$ cat config.mk
export PLATFORM = sky130hd
export DESIGN_NAME = seven_segment_scan_driver
export DESIGN_NICKNAME = d
export VERILOG_FILES = /design/src/sv/ssd_pkg.sv /design/src/sv/seven_segment_scan_driver.sv /design/src/sv/ssd_seg_store.sv /design/src/sv/ssd_scan.sv
export SDC_FILE = /design/constraint.sdc
export NUM_CORES = 1
export LEC_CHECK = 0
export BUFFER_PORTS_ARGS = -buffer_cell sky130_fd_sc_hd__buf_2
export CAP_MARGIN = 20
export CORE_ASPECT_RATIO = 1.5
export CORE_MARGIN = 1.5
export CORE_UTILIZATION = 35
export CTS_CLUSTER_DIAMETER = 200
export DETAILED_ROUTE_END_ITERATION = 10
export GPL_ROUTABILITY_DRIVEN = 0
export PLACE_DENSITY = 0.57
export SYNTH_ARGS = -nofsm -noshare
export SYNTH_HDL_FRONTEND = slang
export SYNTH_HIERARCHICAL = 1
export SYNTH_SLANG_ARGS = --single-unit
$ cat constraint.sdc
create_clock -name clk -period 3.5 [get_ports clk]
set_input_delay 0.35 -clock clk [delete_from_list [all_inputs] [get_ports clk]]
set_output_delay 0.35 -clock clk [all_outputs]
set_load 0.02 [all_outputs]
$ cat src/sv/ssd_pkg.sv
// Shared types, constants, font tables and helpers for the seven-segment scan driver.
package ssd_pkg;

  // Item operation codes.
  localparam logic [1:0] OP_WRITE = 2'd0;
  localparam logic [1:0] OP_CLEAR = 2'd1;
  localparam logic [1:0] OP_TICK  = 2'd2;

  // Configuration register indexes.
  localparam logic CFG_BIT_HALF   = 1'b0;
  localparam logic CFG_DIGIT_HOLD = 1'b1;

  // Defaults and fixed values.
  localparam int          DIGITS_DEF     = 4;
  localparam logic [15:0] BIT_HALF_RST   = 16'd16;
  localparam logic [15:0] DIGIT_HOLD_RST = 16'd16000;
  localparam logic [7:0]  SEG_BLANK      = 8'hFF;
  localparam logic [4:0]  FRAME_BITS     = 5'd16;

  // Active-low segment patterns for digits and letters.
  localparam logic [7:0] NUM_FONT [10] = '{
    8'hC0, 8'hF9, 8'hA4, 8'hB0, 8'h99, 8'h92, 8'h82, 8'hF8, 8'h80, 8'h90
  };
  localparam logic [7:0] ALPHA_FONT [26] = '{
    8'h88, 8'h83, 8'hC6, 8'hA1, 8'h86, 8'h8E, 8'hC2, 8'h89, 8'hCF, 8'hE1,
    8'h8A, 8'hC7, 8'hEA, 8'hC8, 8'hC0, 8'h8C, 8'h98, 8'hAF, 8'h92, 8'h87,
    8'hC1, 8'hC1, 8'hD5, 8'h89, 8'h91, 8'hA4
  };

  // Write or clear command for the segment store.
  typedef struct packed {
    logic       wr;
    logic       clr;
    logic [1:0] pos;
    logic [7:0] pattern;
  } store_cmd_t;

  // Width of an index into n entries, at least one bit.
  function automatic int idx_w(int n);
    return (n > 1) ? $clog2(n) : 1;
  endfunction

  // Map an ASCII character to its segment pattern; anything unknown is blank.
  function automatic logic [7:0] font_lookup(logic [7:0] ch);
    logic [7:0] off;
    logic [7:0] res;
    res = SEG_BLANK;
    off = 8'h00;
    if (ch >= 8'h30 && ch <= 8'h39) begin
      off = ch - 8'h30;
      res = NUM_FONT[off[3:0]];
    end else if (ch >= 8'h41 && ch <= 8'h5A) begin
      off = ch - 8'h41;
      res = ALPHA_FONT[off[4:0]];
    end else if (ch >= 8'h61 && ch <= 8'h7A) begin
      off = ch - 8'h61;
      res = ALPHA_FONT[off[4:0]];
    end
    return res;
  endfunction

  // Digit-select byte: low digits pull up the high nibble, high digits the low one.
  function automatic logic [7:0] sel_byte(logic [2:0] d);
    logic [7:0] one_hot;
    one_hot = 8'h01 << d;
    return d[2] ? (8'h0F | one_hot) : (8'hF0 | one_hot);
  endfunction

endpackage

$ cat src/sv/seven_segment_scan_driver.sv
// Top level of the multiplexed seven-segment scan driver: item stage, store and scan.
//
//   channel | ports                                         | transfer when
//   --------+-----------------------------------------------+-------------------------
//   input   | in_valid, in_stall, in_op, in_position,       | in_valid && !in_stall
//           | in_char_code                                  |
//   result  | out_valid, out_stall, out_serial_data,        | out_valid && !out_stall
//           | out_shift_clock, out_latch                    |
//   config  | cfg_wr_en, cfg_index, cfg_wdata               | cfg_wr_en
//
// One item per clock is taken unless the result stalls; its result is presented after the
// input register at the transfer, then the line-level register that doubles as the result.
// Reset is synchronous, active low; it blanks all digits and restarts the scan at digit 0.
// A stalled result holds the whole pipeline; in_stall rises only while both stages are full.
module seven_segment_scan_driver import ssd_pkg::*; #(
  parameter int DIGITS = DIGITS_DEF
) (
  input  logic        clk,
  input  logic        rst_n,
  input  logic        in_valid,
  output logic        in_stall,
  input  logic [1:0]  in_op,
  input  logic [1:0]  in_position,
  input  logic [7:0]  in_char_code,
  output logic        out_valid,
  input  logic        out_stall,
  output logic        out_serial_data,
  output logic        out_shift_clock,
  output logic        out_latch,
  input  logic        cfg_wr_en,
  input  logic        cfg_index,
  input  logic [15:0] cfg_wdata
);

  localparam int DIG_W = idx_w(DIGITS);

  logic [15:0] bit_half_r;
  logic [15:0] digit_hold_r;

  logic        s1_valid_r;
  logic [1:0]  s1_op_r;
  logic [1:0]  s1_pos_r;
  logic [7:0]  s1_char_r;
  logic        out_valid_r;

  logic             advance;
  logic             exec;
  store_cmd_t       store_cmd;
  logic [DIG_W-1:0] digit_idx;
  logic [7:0]       pattern;

  // Configuration registers.
  always_ff @(posedge clk) begin
    if (!rst_n) begin
      bit_half_r   <= BIT_HALF_RST;
      digit_hold_r <= DIGIT_HOLD_RST;
    end else if (cfg_wr_en) begin
      case (cfg_index)
        CFG_BIT_HALF:   bit_half_r   <= cfg_wdata;
        CFG_DIGIT_HOLD: digit_hold_r <= cfg_wdata;
        default: ;
      endcase
    end
  end

  // Pipeline moves whenever the result register is empty or being taken.
  assign advance  = !out_valid_r || !out_stall;
  assign in_stall = s1_valid_r && !advance;
  assign exec     = s1_valid_r && advance;

  // Input register and result valid; an empty input register fills even when stalled.
  always_ff @(posedge clk) begin
    if (!rst_n) begin
      s1_valid_r  <= 1'b0;
      out_valid_r <= 1'b0;
    end else begin
      if (advance || !s1_valid_r) begin
        s1_valid_r <= in_valid;
      end
      if (advance) begin
        out_valid_r <= s1_valid_r;
      end
    end
  end

  always_ff @(posedge clk) begin
    if (in_valid && !in_stall) begin
      s1_op_r   <= in_op;
      s1_pos_r  <= in_position;
      s1_char_r <= in_char_code;
    end
  end

  // Decode the item into a store command.
  always_comb begin
    store_cmd.wr      = exec && (s1_op_r == OP_WRITE);
    store_cmd.clr     = exec && (s1_op_r == OP_CLEAR);
    store_cmd.pos     = s1_pos_r;
    store_cmd.pattern = font_lookup(s1_char_r);
  end

  ssd_seg_store #(
    .DIGITS (DIGITS)
  ) u_store (
    .clk        (clk),
    .rst_n      (rst_n),
    .cmd        (store_cmd),
    .rd_idx     (digit_idx),
    .rd_pattern (pattern)
  );

  ssd_scan #(
    .DIGITS (DIGITS)
  ) u_scan (
    .clk         (clk),
    .rst_n       (rst_n),
    .tick_en     (exec && (s1_op_r == OP_TICK)),
    .bit_half    (bit_half_r),
    .digit_hold  (digit_hold_r),
    .pattern     (pattern),
    .digit_idx   (digit_idx),
    .serial_data (out_serial_data),
    .shift_clock (out_shift_clock),
    .latch       (out_latch)
  );

  assign out_valid = out_valid_r;

endmodule

$ cat src/sv/ssd_seg_store.sv
// Per-digit segment pattern store with write, clear-all and one read port.
module ssd_seg_store import ssd_pkg::*; #(
  parameter int DIGITS = DIGITS_DEF
) (
  input  logic                      clk,
  input  logic                      rst_n,
  input  store_cmd_t                cmd,
  input  logic [idx_w(DIGITS)-1:0]  rd_idx,
  output logic [7:0]                rd_pattern
);

  logic [7:0] seg_r [DIGITS];

  // Clear blanks every digit; a write to a position past the last digit is dropped.
  always_ff @(posedge clk) begin
    for (int i = 0; i < DIGITS; i++) begin
      if (!rst_n || cmd.clr) begin
        seg_r[i] <= SEG_BLANK;
      end else if (cmd.wr && int'(cmd.pos) == i) begin
        seg_r[i] <= cmd.pattern;
      end
    end
  end

  assign rd_pattern = seg_r[rd_idx];

endmodule

$ cat src/sv/ssd_scan.sv
// Scan sequencer: latch, 16-bit serial shift and hold for each digit in turn.
module ssd_scan import ssd_pkg::*; #(
  parameter int DIGITS = DIGITS_DEF
) (
  input  logic                      clk,
  input  logic                      rst_n,
  input  logic                      tick_en,
  input  logic [15:0]               bit_half,
  input  logic [15:0]               digit_hold,
  input  logic [7:0]                pattern,
  output logic [idx_w(DIGITS)-1:0]  digit_idx,
  output logic                      serial_data,
  output logic                      shift_clock,
  output logic                      latch
);

  localparam int DIG_W = idx_w(DIGITS);
  localparam logic [DIG_W-1:0] LAST_DIGIT = DIG_W'(DIGITS - 1);

  typedef enum logic [1:0] {
    PH_LOAD = 2'd0,
    PH_HIGH = 2'd1,
    PH_LOW  = 2'd2,
    PH_HOLD = 2'd3
  } phase_t;

  phase_t           phase_r, phase_nxt;
  logic [DIG_W-1:0] digit_r, digit_nxt;
  logic [4:0]       bit_r, bit_nxt;
  logic [15:0]      delay_r, delay_nxt;
  logic [15:0]      shift_r, shift_nxt;
  logic             data_r, data_nxt;
  logic             clk_r, clk_nxt;
  logic             latch_r, latch_nxt;

  logic [15:0] len_raw;
  logic [15:0] len_eff;
  logic [16:0] cnt_inc;
  logic        done;

  // Phase length check; a zero length counts as one tick.
  always_comb begin
    len_raw = (phase_r == PH_HOLD) ? digit_hold : bit_half;
    len_eff = (len_raw == 16'd0) ? 16'd1 : len_raw;
    cnt_inc = {1'b0, delay_r} + 17'd1;
    done    = cnt_inc >= {1'b0, len_eff};
  end

  // Next scan state and line levels for one tick.
  always_comb begin
    phase_nxt = phase_r;
    digit_nxt = digit_r;
    bit_nxt   = bit_r;
    delay_nxt = delay_r;
    shift_nxt = shift_r;
    data_nxt  = data_r;
    clk_nxt   = clk_r;
    latch_nxt = latch_r;
    if (tick_en) begin
      delay_nxt = done ? 16'd0 : cnt_inc[15:0];
      case (phase_r)
        PH_LOAD: begin
          shift_nxt = {pattern, sel_byte(3'(digit_r))};
          bit_nxt   = 5'd0;
          delay_nxt = 16'd0;
          latch_nxt = 1'b0;
          clk_nxt   = 1'b0;
          data_nxt  = pattern[7];
          phase_nxt = PH_HIGH;
        end
        PH_HIGH: begin
          latch_nxt = 1'b0;
          clk_nxt   = 1'b1;
          data_nxt  = shift_r[15];
          if (done) phase_nxt = PH_LOW;
        end
        PH_LOW: begin
          latch_nxt = 1'b0;
          clk_nxt   = 1'b0;
          data_nxt  = shift_r[15];
          if (done) begin
            shift_nxt = {shift_r[14:0], 1'b0};
            bit_nxt   = bit_r + 5'd1;
            phase_nxt = (bit_r + 5'd1 >= FRAME_BITS) ? PH_HOLD : PH_HIGH;
          end
        end
        default: begin
          latch_nxt = 1'b1;
          clk_nxt   = 1'b0;
          data_nxt  = shift_r[15];
          if (done) begin
            digit_nxt = (digit_r == LAST_DIGIT) ? '0 : digit_r + DIG_W'(1);
            phase_nxt = PH_LOAD;
          end
        end
      endcase
    end
  end

  // Scan state and the held line levels.
  always_ff @(posedge clk) begin
    if (!rst_n) begin
      phase_r <= PH_LOAD;
      digit_r <= '0;
      bit_r   <= 5'd0;
      delay_r <= 16'd0;
      shift_r <= 16'd0;
      data_r  <= 1'b0;
      clk_r   <= 1'b0;
      latch_r <= 1'b0;
    end else begin
      phase_r <= phase_nxt;
      digit_r <= digit_nxt;
      bit_r   <= bit_nxt;
      delay_r <= delay_nxt;
      shift_r <= shift_nxt;
      data_r  <= data_nxt;
      clk_r   <= clk_nxt;
      latch_r <= latch_nxt;
    end
  end

  assign digit_idx   = digit_r;
  assign serial_data = data_r;
  assign shift_clock = clk_r;
  assign latch       = latch_r;

  // The latch is never raised while the shift clock is high.
  a_latch_clk: assert property (@(posedge clk) disable iff (!rst_n)
    latch_r |-> !clk_r) else $error("latch and shift clock high together");

  // All 16 bits have left the shifter by the time the hold phase starts.
  a_hold_empty: assert property (@(posedge clk) disable iff (!rst_n)
    phase_r == PH_HOLD |-> shift_r == 16'd0) else $error("shifter not empty in hold");

  // The bit counter never runs past one frame.
  a_bit_range: assert property (@(posedge clk) disable iff (!rst_n)
    bit_r <= FRAME_BITS) else $error("bit counter past frame");

  // The digit counter stays inside the display.
  a_digit_range: assert property (@(posedge clk) disable iff (!rst_n)
    digit_r <= LAST_DIGIT) else $error("digit index out of range");

endmodule

==> results of run 1 <==
## cell usage after synthesis (6+ instances only)
cell type and count:
sky130_fd_sc_hd__nand2_1 128, sky130_fd_sc_hd__dfxtp_1 78, sky130_fd_sc_hd__edfxtp_1 44, sky130_fd_sc_hd__ha_1 31, sky130_fd_sc_hd__mux2i_1 30, sky130_fd_sc_hd__clkbuf_1 26
sky130_fd_sc_hd__nand3_1 25, sky130_fd_sc_hd__nor2_1 24, sky130_fd_sc_hd__a21oi_1 19, sky130_fd_sc_hd__a21boi_0 16, sky130_fd_sc_hd__a32o_1 15, sky130_fd_sc_hd__inv_1 11
sky130_fd_sc_hd__nand2b_1 11, sky130_fd_sc_hd__o211a_1 11, sky130_fd_sc_hd__o211ai_1 11, sky130_fd_sc_hd__a21boi_1 10, sky130_fd_sc_hd__o21ai_0 10, sky130_fd_sc_hd__xnor2_1 10
sky130_fd_sc_hd__and4bb_2 9, sky130_fd_sc_hd__nand4_1 9, sky130_fd_sc_hd__a21o_1 8, sky130_fd_sc_hd__mux4_2 8, sky130_fd_sc_hd__nor3_1 8, sky130_fd_sc_hd__buf_6 7
sky130_fd_sc_hd__o21ai_1 7, sky130_fd_sc_hd__o22ai_1 7, sky130_fd_sc_hd__xor2_1 7, sky130_fd_sc_hd__buf_2 6, sky130_fd_sc_hd__nor2b_1 6
## registers in the layout, summed over array words and instances (netlist names)
name                flops
u_scan/digit_idx        2
s1_op_r                 2
bit_half_r             16
s1_valid_r              1
u_scan/bit_r            5
u_scan/serial_data      1
u_scan/phase_r          2
u_scan/shift_clock      1
u_scan/shift_r         16
u_scan/latch            1
s1_pos_r                2
u_store/seg_r          32
u_scan/delay_r         16
out_valid               1
digit_hold_r           16
s1_char_r               8
## cells by family (layout without fill, tap and decap cells)
group | count (synthesis) | count (layout) | synth area share
other | 1 | 1 | 0.0005618
AOI/OAI and AO/OA | 152 | 152 | 0.1749
buffers and inverters | 58 | 105 | 0.04330
adders and majority gates | 31 | 31 | 0.05811
and+or+nand+nor | 245 | 245 | 0.1805
muxes | 40 | 40 | 0.07535
DFF | 122 | 122 | 0.4319
xor gates and xnor gates | 21 | 21 | 0.03543
## metal layers
layer / up-vias / share of wire
li1: 2530 / -
met1: 2444 / 0.42
met2: 106 / 0.52
met3: 30 / 0.032
met4: 0 / 0.025
met5: - / 0
## path summary, 6_finish.rpt
check | end | slack [ps] | startpoint | cells after the start
max reg2reg | u_scan/bit_r[3]$_SDFFE_PN0P_ | 310 | u_scan/delay_r[0]$_SDFFE_PN0P_ | 13
min | s1_char_r[2]$_DFFE_PP_ | 110 | in_char_code[2] | 1
max | u_scan/bit_r[3]$_SDFFE_PN0P_ | 310 | u_scan/delay_r[0]$_SDFFE_PN0P_ | 13
min reg2reg | bit_half_r[13]$_SDFFE_PN0P_ | 450 | bit_half_r[13]$_SDFFE_PN0P_ | 2
## stage by stage
step	worst slack [ps]	std cells	hold slack [ps]	power, mW	area [sq um]
final	313.0	969	114.4	3.555	7719
after global routing	9.909	969	95.72	3.681	7719
after CTS	175.8	966	98.60	3.581	7667
after detailed placement	196.1	934	445.5	1.896	7089
after global placement	224.5	934	440.9	1.889	7089
after floorplan	480.4	670	427.7	1.802	6675
## cell type report
cell class                 count  area [sq um]
clock inverter                13         113.9
inverter                      15         57.56
tap                          252         315.3
clock buffer                  19         464.2
multi-input combinational    490          3518
fill                        1846         10900
timing repair buffer          58         365.4
sequential                   122          2884
## power by group through the flow
| stage | clock, mW | sequential (mW) | combinational (mW) |
|---|---|---|---|
| after CTS | 1.71 | 1.54 | 0.327 |
| after floorplan | 0 | 1.56 | 0.241 |
| after global routing | 1.77 | 1.55 | 0.365 |
| after detailed placement | 0 | 1.57 | 0.325 |
| after global placement | 0 | 1.57 | 0.318 |
| final | 1.68 | 1.54 | 0.330 |
## layout by cell type, fill, tap and decap left out, types with 8 or more instances in the layout
master / count
sky130_fd_sc_hd__nand2_1: 128
sky130_fd_sc_hd__dfxtp_1: 77
sky130_fd_sc_hd__edfxtp_1: 44
sky130_fd_sc_hd__buf_2: 38
sky130_fd_sc_hd__mux2i_1: 30
sky130_fd_sc_hd__ha_1: 30
sky130_fd_sc_hd__nand3_1: 25
sky130_fd_sc_hd__nor2_1: 24
sky130_fd_sc_hd__a21oi_1: 19
sky130_fd_sc_hd__clkbuf_16: 18
sky130_fd_sc_hd__buf_4: 18
sky130_fd_sc_hd__a21boi_0: 16
sky130_fd_sc_hd__a32o_1: 15
sky130_fd_sc_hd__inv_1: 11
sky130_fd_sc_hd__nand2b_1: 11
sky130_fd_sc_hd__o211ai_1: 11
sky130_fd_sc_hd__o211a_1: 11
sky130_fd_sc_hd__o21ai_0: 10
sky130_fd_sc_hd__a21boi_1: 10
sky130_fd_sc_hd__and4bb_2: 9
sky130_fd_sc_hd__xnor2_1: 9
sky130_fd_sc_hd__nand4_1: 9
sky130_fd_sc_hd__a21o_1: 8
sky130_fd_sc_hd__mux4_2: 8
## what timing repair did
item | in CTS | in global routing
hold buffers | 0 | 0
endpoints found under the setup margin | 0 | 38
resized for setup | 0 | 4
buffers inserted | 0 | 1
==> Implementation_results.wiki, run 1 <==
{| class="wikitable"
! Metric !! Value
|-
| Root cell of the clock tree || sky130_fd_sc_hd__clkbuf_16
|-
| Final setup skew || 11.02 ps
|-
| Number of clock sinks || 122
|-
| Relative contribution of sequential cells to total power || 0.433
|-
| Number of buffers between clock root and the deepest sink || 2
|-
| Category of the worst setup path launch point || register
|-
| Net switching power figure || 0.8741 mW
|-
| Count of nets left with antenna violations after detail routing || 0
|-
| Number of synthesized register bits || roughly 120
|-
| Finished Core Util || 0.4145
|-
| Run status || finished, final reports clean
|-
| Final number of setup-violating endpoints || 0
|-
| Worst IR Drop VDD || 0.2878 mV
|-
| Buffers added on ports || 38
|-
| DRC || 0
|-
| CP arrival || 3490 ps
|-
| Net count after synthesis || 735
|-
| Clock-pin slew reported for the worst setup and hold paths after clock tree synthesis || 60 ps
|-
| Worst-margin pin slew || slightly below 1000 ps
|-
| Proportion of netlist area held by the largest area contributor || 0.2339
|-
| Share of power burned in combinational logic || 0.093
|-
| First-pass detailed-route iteration total || 4
|-
| Die height || 172.1 um
|-
| Count of warnings emitted by yosys || 6
|-
| Synth unique cells || 71
|-
| Met2 layer usage reported by global route || 0.2882
|-
| Prevailing post-synth register cell || sky130_fd_sc_hd__dfxtp_1
|-
| Placeable core area || 18620 sq um
|-
| Number of global-route vias before repair || 5121
|-
| Number of flops mapped to enable cells by yosys || 44
|-
| Ordered list of cells on the worst path || ha_2 -> nand4_2 -> nor3_4 -> nand3_1 -> xnor2_2 -> ha_1 -> nand4_1 -> nor2_1 -> a31oi_1 -> and3_1 -> buf_4 -> a211o_1 -> a221oi_1
|-
| Layout cells sized above 1 || 0.1827
|-
| Max-slew headroom at the worst pin || 0.3567
|-
| Data required, critical path || 3800 ps
|-
| Library cell occupying the most area in the post-synthesis netlist || sky130_fd_sc_hd__dfxtp_1
|-
| Met1 demand-to-capacity share in global routing || 0.1851
|-
| Total negative slack || 0 ps
|-
| Initial Utilization || 0.3584
|-
| Largest incremental delay on the critical path || 400 ps
|-
| Critical path class || reg -> reg
|-
| DR vias/cell || 5.273
|-
| Final period utilization || 0.9106
|-
| Clock share of power || 0.474
|-
| Crit. End Element || register
|-
| CTS tree || yes
|-
| Synth-to-Final Area Change || 15.63%
|-
| Boundary pin count || 39
|-
| NumNets Final || 769
|-
| Setup repair after global routing missed its margin || false
|-
| Final critical delay including setup and external delays || ~3200 ps
|-
| Wire length of the first global-routing pass || 25.37 mm
|-
| Overflow left after global routing || 0
|-
| Final number of max-transition violations || 0
|-
| Global-route usage over all layers || 0.1611
|-
| CTS H-tree lvls || 4
|-
| Ratio of total power to cell area || 460.5 nW/um^2
|-
| Hold Vio Cnt, Final || 0
|-
| Routed via count || 5110
|-
| Synthesized area divided by synthesized cell count || 9.963 sq um
|-
| Clock Latency Late Sink || slightly above 400 ps
|-
| Fmax || between 300 and 400 MHz
|-
| Standard-cell rows || 61
|-
| Leakage component of the power || 3.097 nW
|-
| GRT Max-Usage Layer || met2
|-
| Half-perimeter wire length of the detailed placement result || 11.24 mm
|-
| Seq/Total Area, Yosys || 0.4319
|-
| Pin count of the biggest net entering global routing || 44
|-
| Total die area || 19930 sq um
|-
| Met3 global-route usage || 0.03084
|-
| Wire length per cell after detailed routing || around 16 um
|-
| Violation count after the first detailed-routing iteration || 187
|-
| Synth area leaders || sky130_fd_sc_hd__dfxtp_1 (23%), sky130_fd_sc_hd__edfxtp_1 (20%), sky130_fd_sc_hd__nand2_1 (7.2%)
|-
| Overall routed net length || around 15 mm
|-
| Syn Std Cell Area || 6675 sq um
|-
| Internal portion of total power || 2.680 mW
|-
| # Max-Cap Violations || 0
|-
| WP buf/inv || 1
|-
| Net switching share of the total power || 0.2459
|-
| Maximum net fanout on the critical path || 9
|-
| Classification of the worst-slack hold path || in -> reg
|-
| TritonCTS buffer count || 17
|-
| Share of synthesized registers carrying an async set or reset || 0
|-
| Gate count after technology mapping || 670
|-
| Worst-path cell with the longest stage delay || sky130_fd_sc_hd__dfxtp_2
|-
| Antenna violations before repair || 0
|-
| Die extent in x || about 120 um
|-
| Cell family with the largest share of critical-path delay || simple AND/OR/NAND/NOR gates
|-
| Antenna diodes || 0
|}
Power figures use the tool's default switching activity.
==> inputs of run 2 (changes only) <==
Settings changed: PLACE_DENSITY 0.57 to not set, PLACE_DENSITY_LB_ADDON set to 0.12.
==> Implementation_results.wiki, run 2 (same netlist as run 1, synthesis figures left out) <==
{| class="wikitable"
! Metric !! Value
|-
| Initial Utilization || 0.3584
|-
| Clock Latency Late Sink || 410 ps
|-
| Synth-to-Final Area Change || 16.46%
|-
| Final critical delay including setup and external delays || about 3300 ps
|-
| Leading cell types in the layout, fill and taps excluded || sky130_fd_sc_hd__nand2_1 (128), sky130_fd_sc_hd__dfxtp_1 (77), sky130_fd_sc_hd__edfxtp_1 (44)
|-
| Global-route usage over all layers || 0.1767
|-
| Final number of max-transition violations || 0
|-
| End of the worst register-to-register path || u_scan/shift_r[7]$_SDFFE_PN0P_
|-
| Setup slack at placement || 134.4 ps
|-
| Cell count of the worst reg-to-reg path || 13
|-
| Maximum net fanout on the critical path || 8
|-
| Number of hold buffers added after CTS || 0
|-
| Run status || finished, final reports clean
|-
| Leading cell type in the layout, fill and taps excluded || sky130_fd_sc_hd__nand2_1
|-
| Ratio of total power to cell area || 476.9 nW/um^2
|-
| Final setup skew || 13.88 ps
|-
| TritonCTS buffer count || 17
|-
| Number of global-route vias before repair || roughly 5200
|-
| Die extent in x || 115.8 um
|-
| Data required, critical path || 3840 ps
|-
| Startpoint of the worst hold path || in_char_code[0]
|-
| DRC || 0
|-
| Fmax || 305.3 MHz
|-
| CTS tree || yes
|-
| Worst-path cell with the longest stage delay || sky130_fd_sc_hd__dfxtp_2
|-
| Number of cells in the finished layout apart from fillers || approximately 970
|-
| Boundary pin count || 39
|-
| Top register by number of flip-flops || u_store/seg_r
|-
| Max FFs per register || 32
|-
| Antenna violations before repair || 0
|-
| Source of the worst register-to-register timing path || u_scan/delay_r[0]$_SDFFE_PN0P_
|-
| Crit. End Element || register
|-
| Setup repair after global routing missed its margin || false
|-
| Category of the worst setup path launch point || register
|-
| NumNets Final || 772
|-
| Max-slew headroom at the worst pin || 0.3412
|-
| # Max-Cap Violations || 0
|-
| Wire length per cell after detailed routing || 16.96 um
|-
| Fillcell total || 1892
|-
| CP arrival || 3620 ps
|-
| WP buf/inv || 1
|-
| Number of clock sinks || 122
|-
| DR vias/cell || 5.306
|-
| Largest incremental delay on the critical path || 400 ps
|-
| Overall routed net length || 16.48 mm
|-
| Crit path setup slack, layout || 224.2 ps
|-
| Cell family with the largest share of critical-path delay || simple AND/OR/NAND/NOR gates
|-
| Leakage component of the power || 3.124 nW
|-
| Violation count after the first detailed-routing iteration || 272
|-
| Die height || around 170 um
|-
| Final period utilization || 0.9360
|-
| First-pass detailed-route iteration total || 4
|-
| Layout cells sized above 1 || 0.1833
|-
| Standard-cell rows || slightly above 60
|-
| Clock-pin slew reported for the worst setup and hold paths after clock tree synthesis || about 60 ps
|-
| Pin count of the biggest net entering global routing || 40
|-
| Cells after DPL || 939
|-
| Hold Vio Cnt, Final || 0
|-
| Critical path class || reg -> reg
|-
| Count of nets left with antenna violations after detail routing || 0
|-
| R2R Setup Slk || ~220 ps
|-
| CTS H-tree lvls || 4
|-
| Worst IR Drop VDD || approximately 0.33 mV
|-
| Worst-margin pin slew || 986.1 ps
|-
| Placeable core area || 18620 sq um
|-
| Buffers added on ports || 38
|-
| Total die area || 19930 sq um
|-
| Number of buffers between clock root and the deepest sink || 2
|-
| Destination of the worst hold path || s1_char_r[0]$_DFFE_PP_
|-
| Worst path most repeated cell || sky130_fd_sc_hd__ha_1
|-
| Wire length of the first global-routing pass || 26.94 mm
|-
| Total negative slack || 0 ps
|-
| Routed via count || 5157
|-
| Half-perimeter wire length of the detailed placement result || about 12 mm
|-
| Overflow left after global routing || 0
|-
| Root cell of the clock tree || sky130_fd_sc_hd__clkbuf_16
|-
| Instance count along the most critical hold path || 1
|-
| Classification of the worst-slack hold path || in -> reg
|-
| Ordered list of cells on the worst path || ha_1 -> nand4_2 -> nor3_4 -> nand3_1 -> xnor2_1 -> ha_1 -> nand4_1 -> nor2_1 -> a31oi_1 -> and3_1 -> buf_4 -> a21o_1 -> o221a_1
|-
| Final number of setup-violating endpoints || 0
|-
| Antenna diodes || 0
|}
[run 2: cell types whose count changed in the layout (fill, tap and decap cells not counted), sizes merged]
cell / delta
buf: +3
clkbuf: +2
inv: -2
bufinv: +1
clkinvlp: -1
[run 2: how the worst max path moves through the flow]
stage / slack [ps] / cells past startpoint / from / endpoint
floorplan: 480 / 14 / u_scan/phase_r[1]$_SDFFE_PN0P_ / u_scan/shift_r[10]$_SDFFE_PN0P_
global placement: 140 / 12 / u_scan/delay_r[0]$_SDFFE_PN0P_ / u_scan/shift_r[4]$_SDFFE_PN0P_
detailed placement: 130 / 12 / u_scan/delay_r[0]$_SDFFE_PN0P_ / u_scan/shift_r[7]$_SDFFE_PN0P_
CTS: 90 / 12 / u_scan/delay_r[0]$_SDFFE_PN0P_ / u_scan/shift_r[7]$_SDFFE_PN0P_
global route: 10 / 13 / u_scan/delay_r[2]$_SDFFE_PN0P_ / u_scan/shift_r[7]$_SDFFE_PN0P_
finish: 220 / 13 / u_scan/delay_r[0]$_SDFFE_PN0P_ / u_scan/shift_r[7]$_SDFFE_PN0P_
[run 2: cell type report]
cell class / count / area [sq um] / share of cell area
well taps: 252 / 315.3 / 0.04056
multi-input cells: 490 / 3508 / 0.4513
clock buffers: 21 / 503.0 / 0.06470
clock inverters: 11 / 130.1 / 0.01674
flip-flops and latches: 122 / 2884 / 0.3710
repair buffers: 61 / 375.4 / 0.04829
inverters: 15 / 57.56 / 0.007404
[run 2: where the power goes]
group / internal (mW) / switching [mW]
sequential: 1.51 / 0.0327
combinational: 0.131 / 0.206
clock: 1.18 / 0.648
[run 2: through the flow]
step	cell area (sq um)	power, mW	util	hold WS [ps]
6_report	7774	3.708	0.4174	107.4
5_1_grt	7774	3.846	0.4174	86.95
4_1_cts	7747	3.743	0.4160	93.30
3_5_place_dp	7114	1.908	0.3820	449.9
3_3_place_gp	7114	1.904	0.3820	442.3
2_1_floorplan	6675	1.802	-	427.7
[run 2: metal layers]
layer	wire length, um	up-vias	track usage
met5	0	-	0
met2	8772	125	0.3130
met3	498	12	0.03435
li1	-	2544	-
met1	7018	2476	0.2098
met4	193	0	0.06522
[run 2: timing repair]
item | in CTS | in global routing
setup buffers | 0 | 1
gates resized for setup | 0 | 2
endpoints found under the setup margin | 0 | 38
[run 2: worst register-to-register path: stages (launching register included)]
cell and delay, ps:
sky130_fd_sc_hd__dfxtp_2 400, sky130_fd_sc_hd__ha_1 260, sky130_fd_sc_hd__nand4_2 180, sky130_fd_sc_hd__nor3_4 280
sky130_fd_sc_hd__nand3_1 130, sky130_fd_sc_hd__xnor2_1 280, sky130_fd_sc_hd__ha_1 310, sky130_fd_sc_hd__nand4_1 150
sky130_fd_sc_hd__nor2_1 80, sky130_fd_sc_hd__a31oi_1 190, sky130_fd_sc_hd__and3_1 270, sky130_fd_sc_hd__buf_4 190
sky130_fd_sc_hd__a21o_1 250, sky130_fd_sc_hd__o221a_1 230
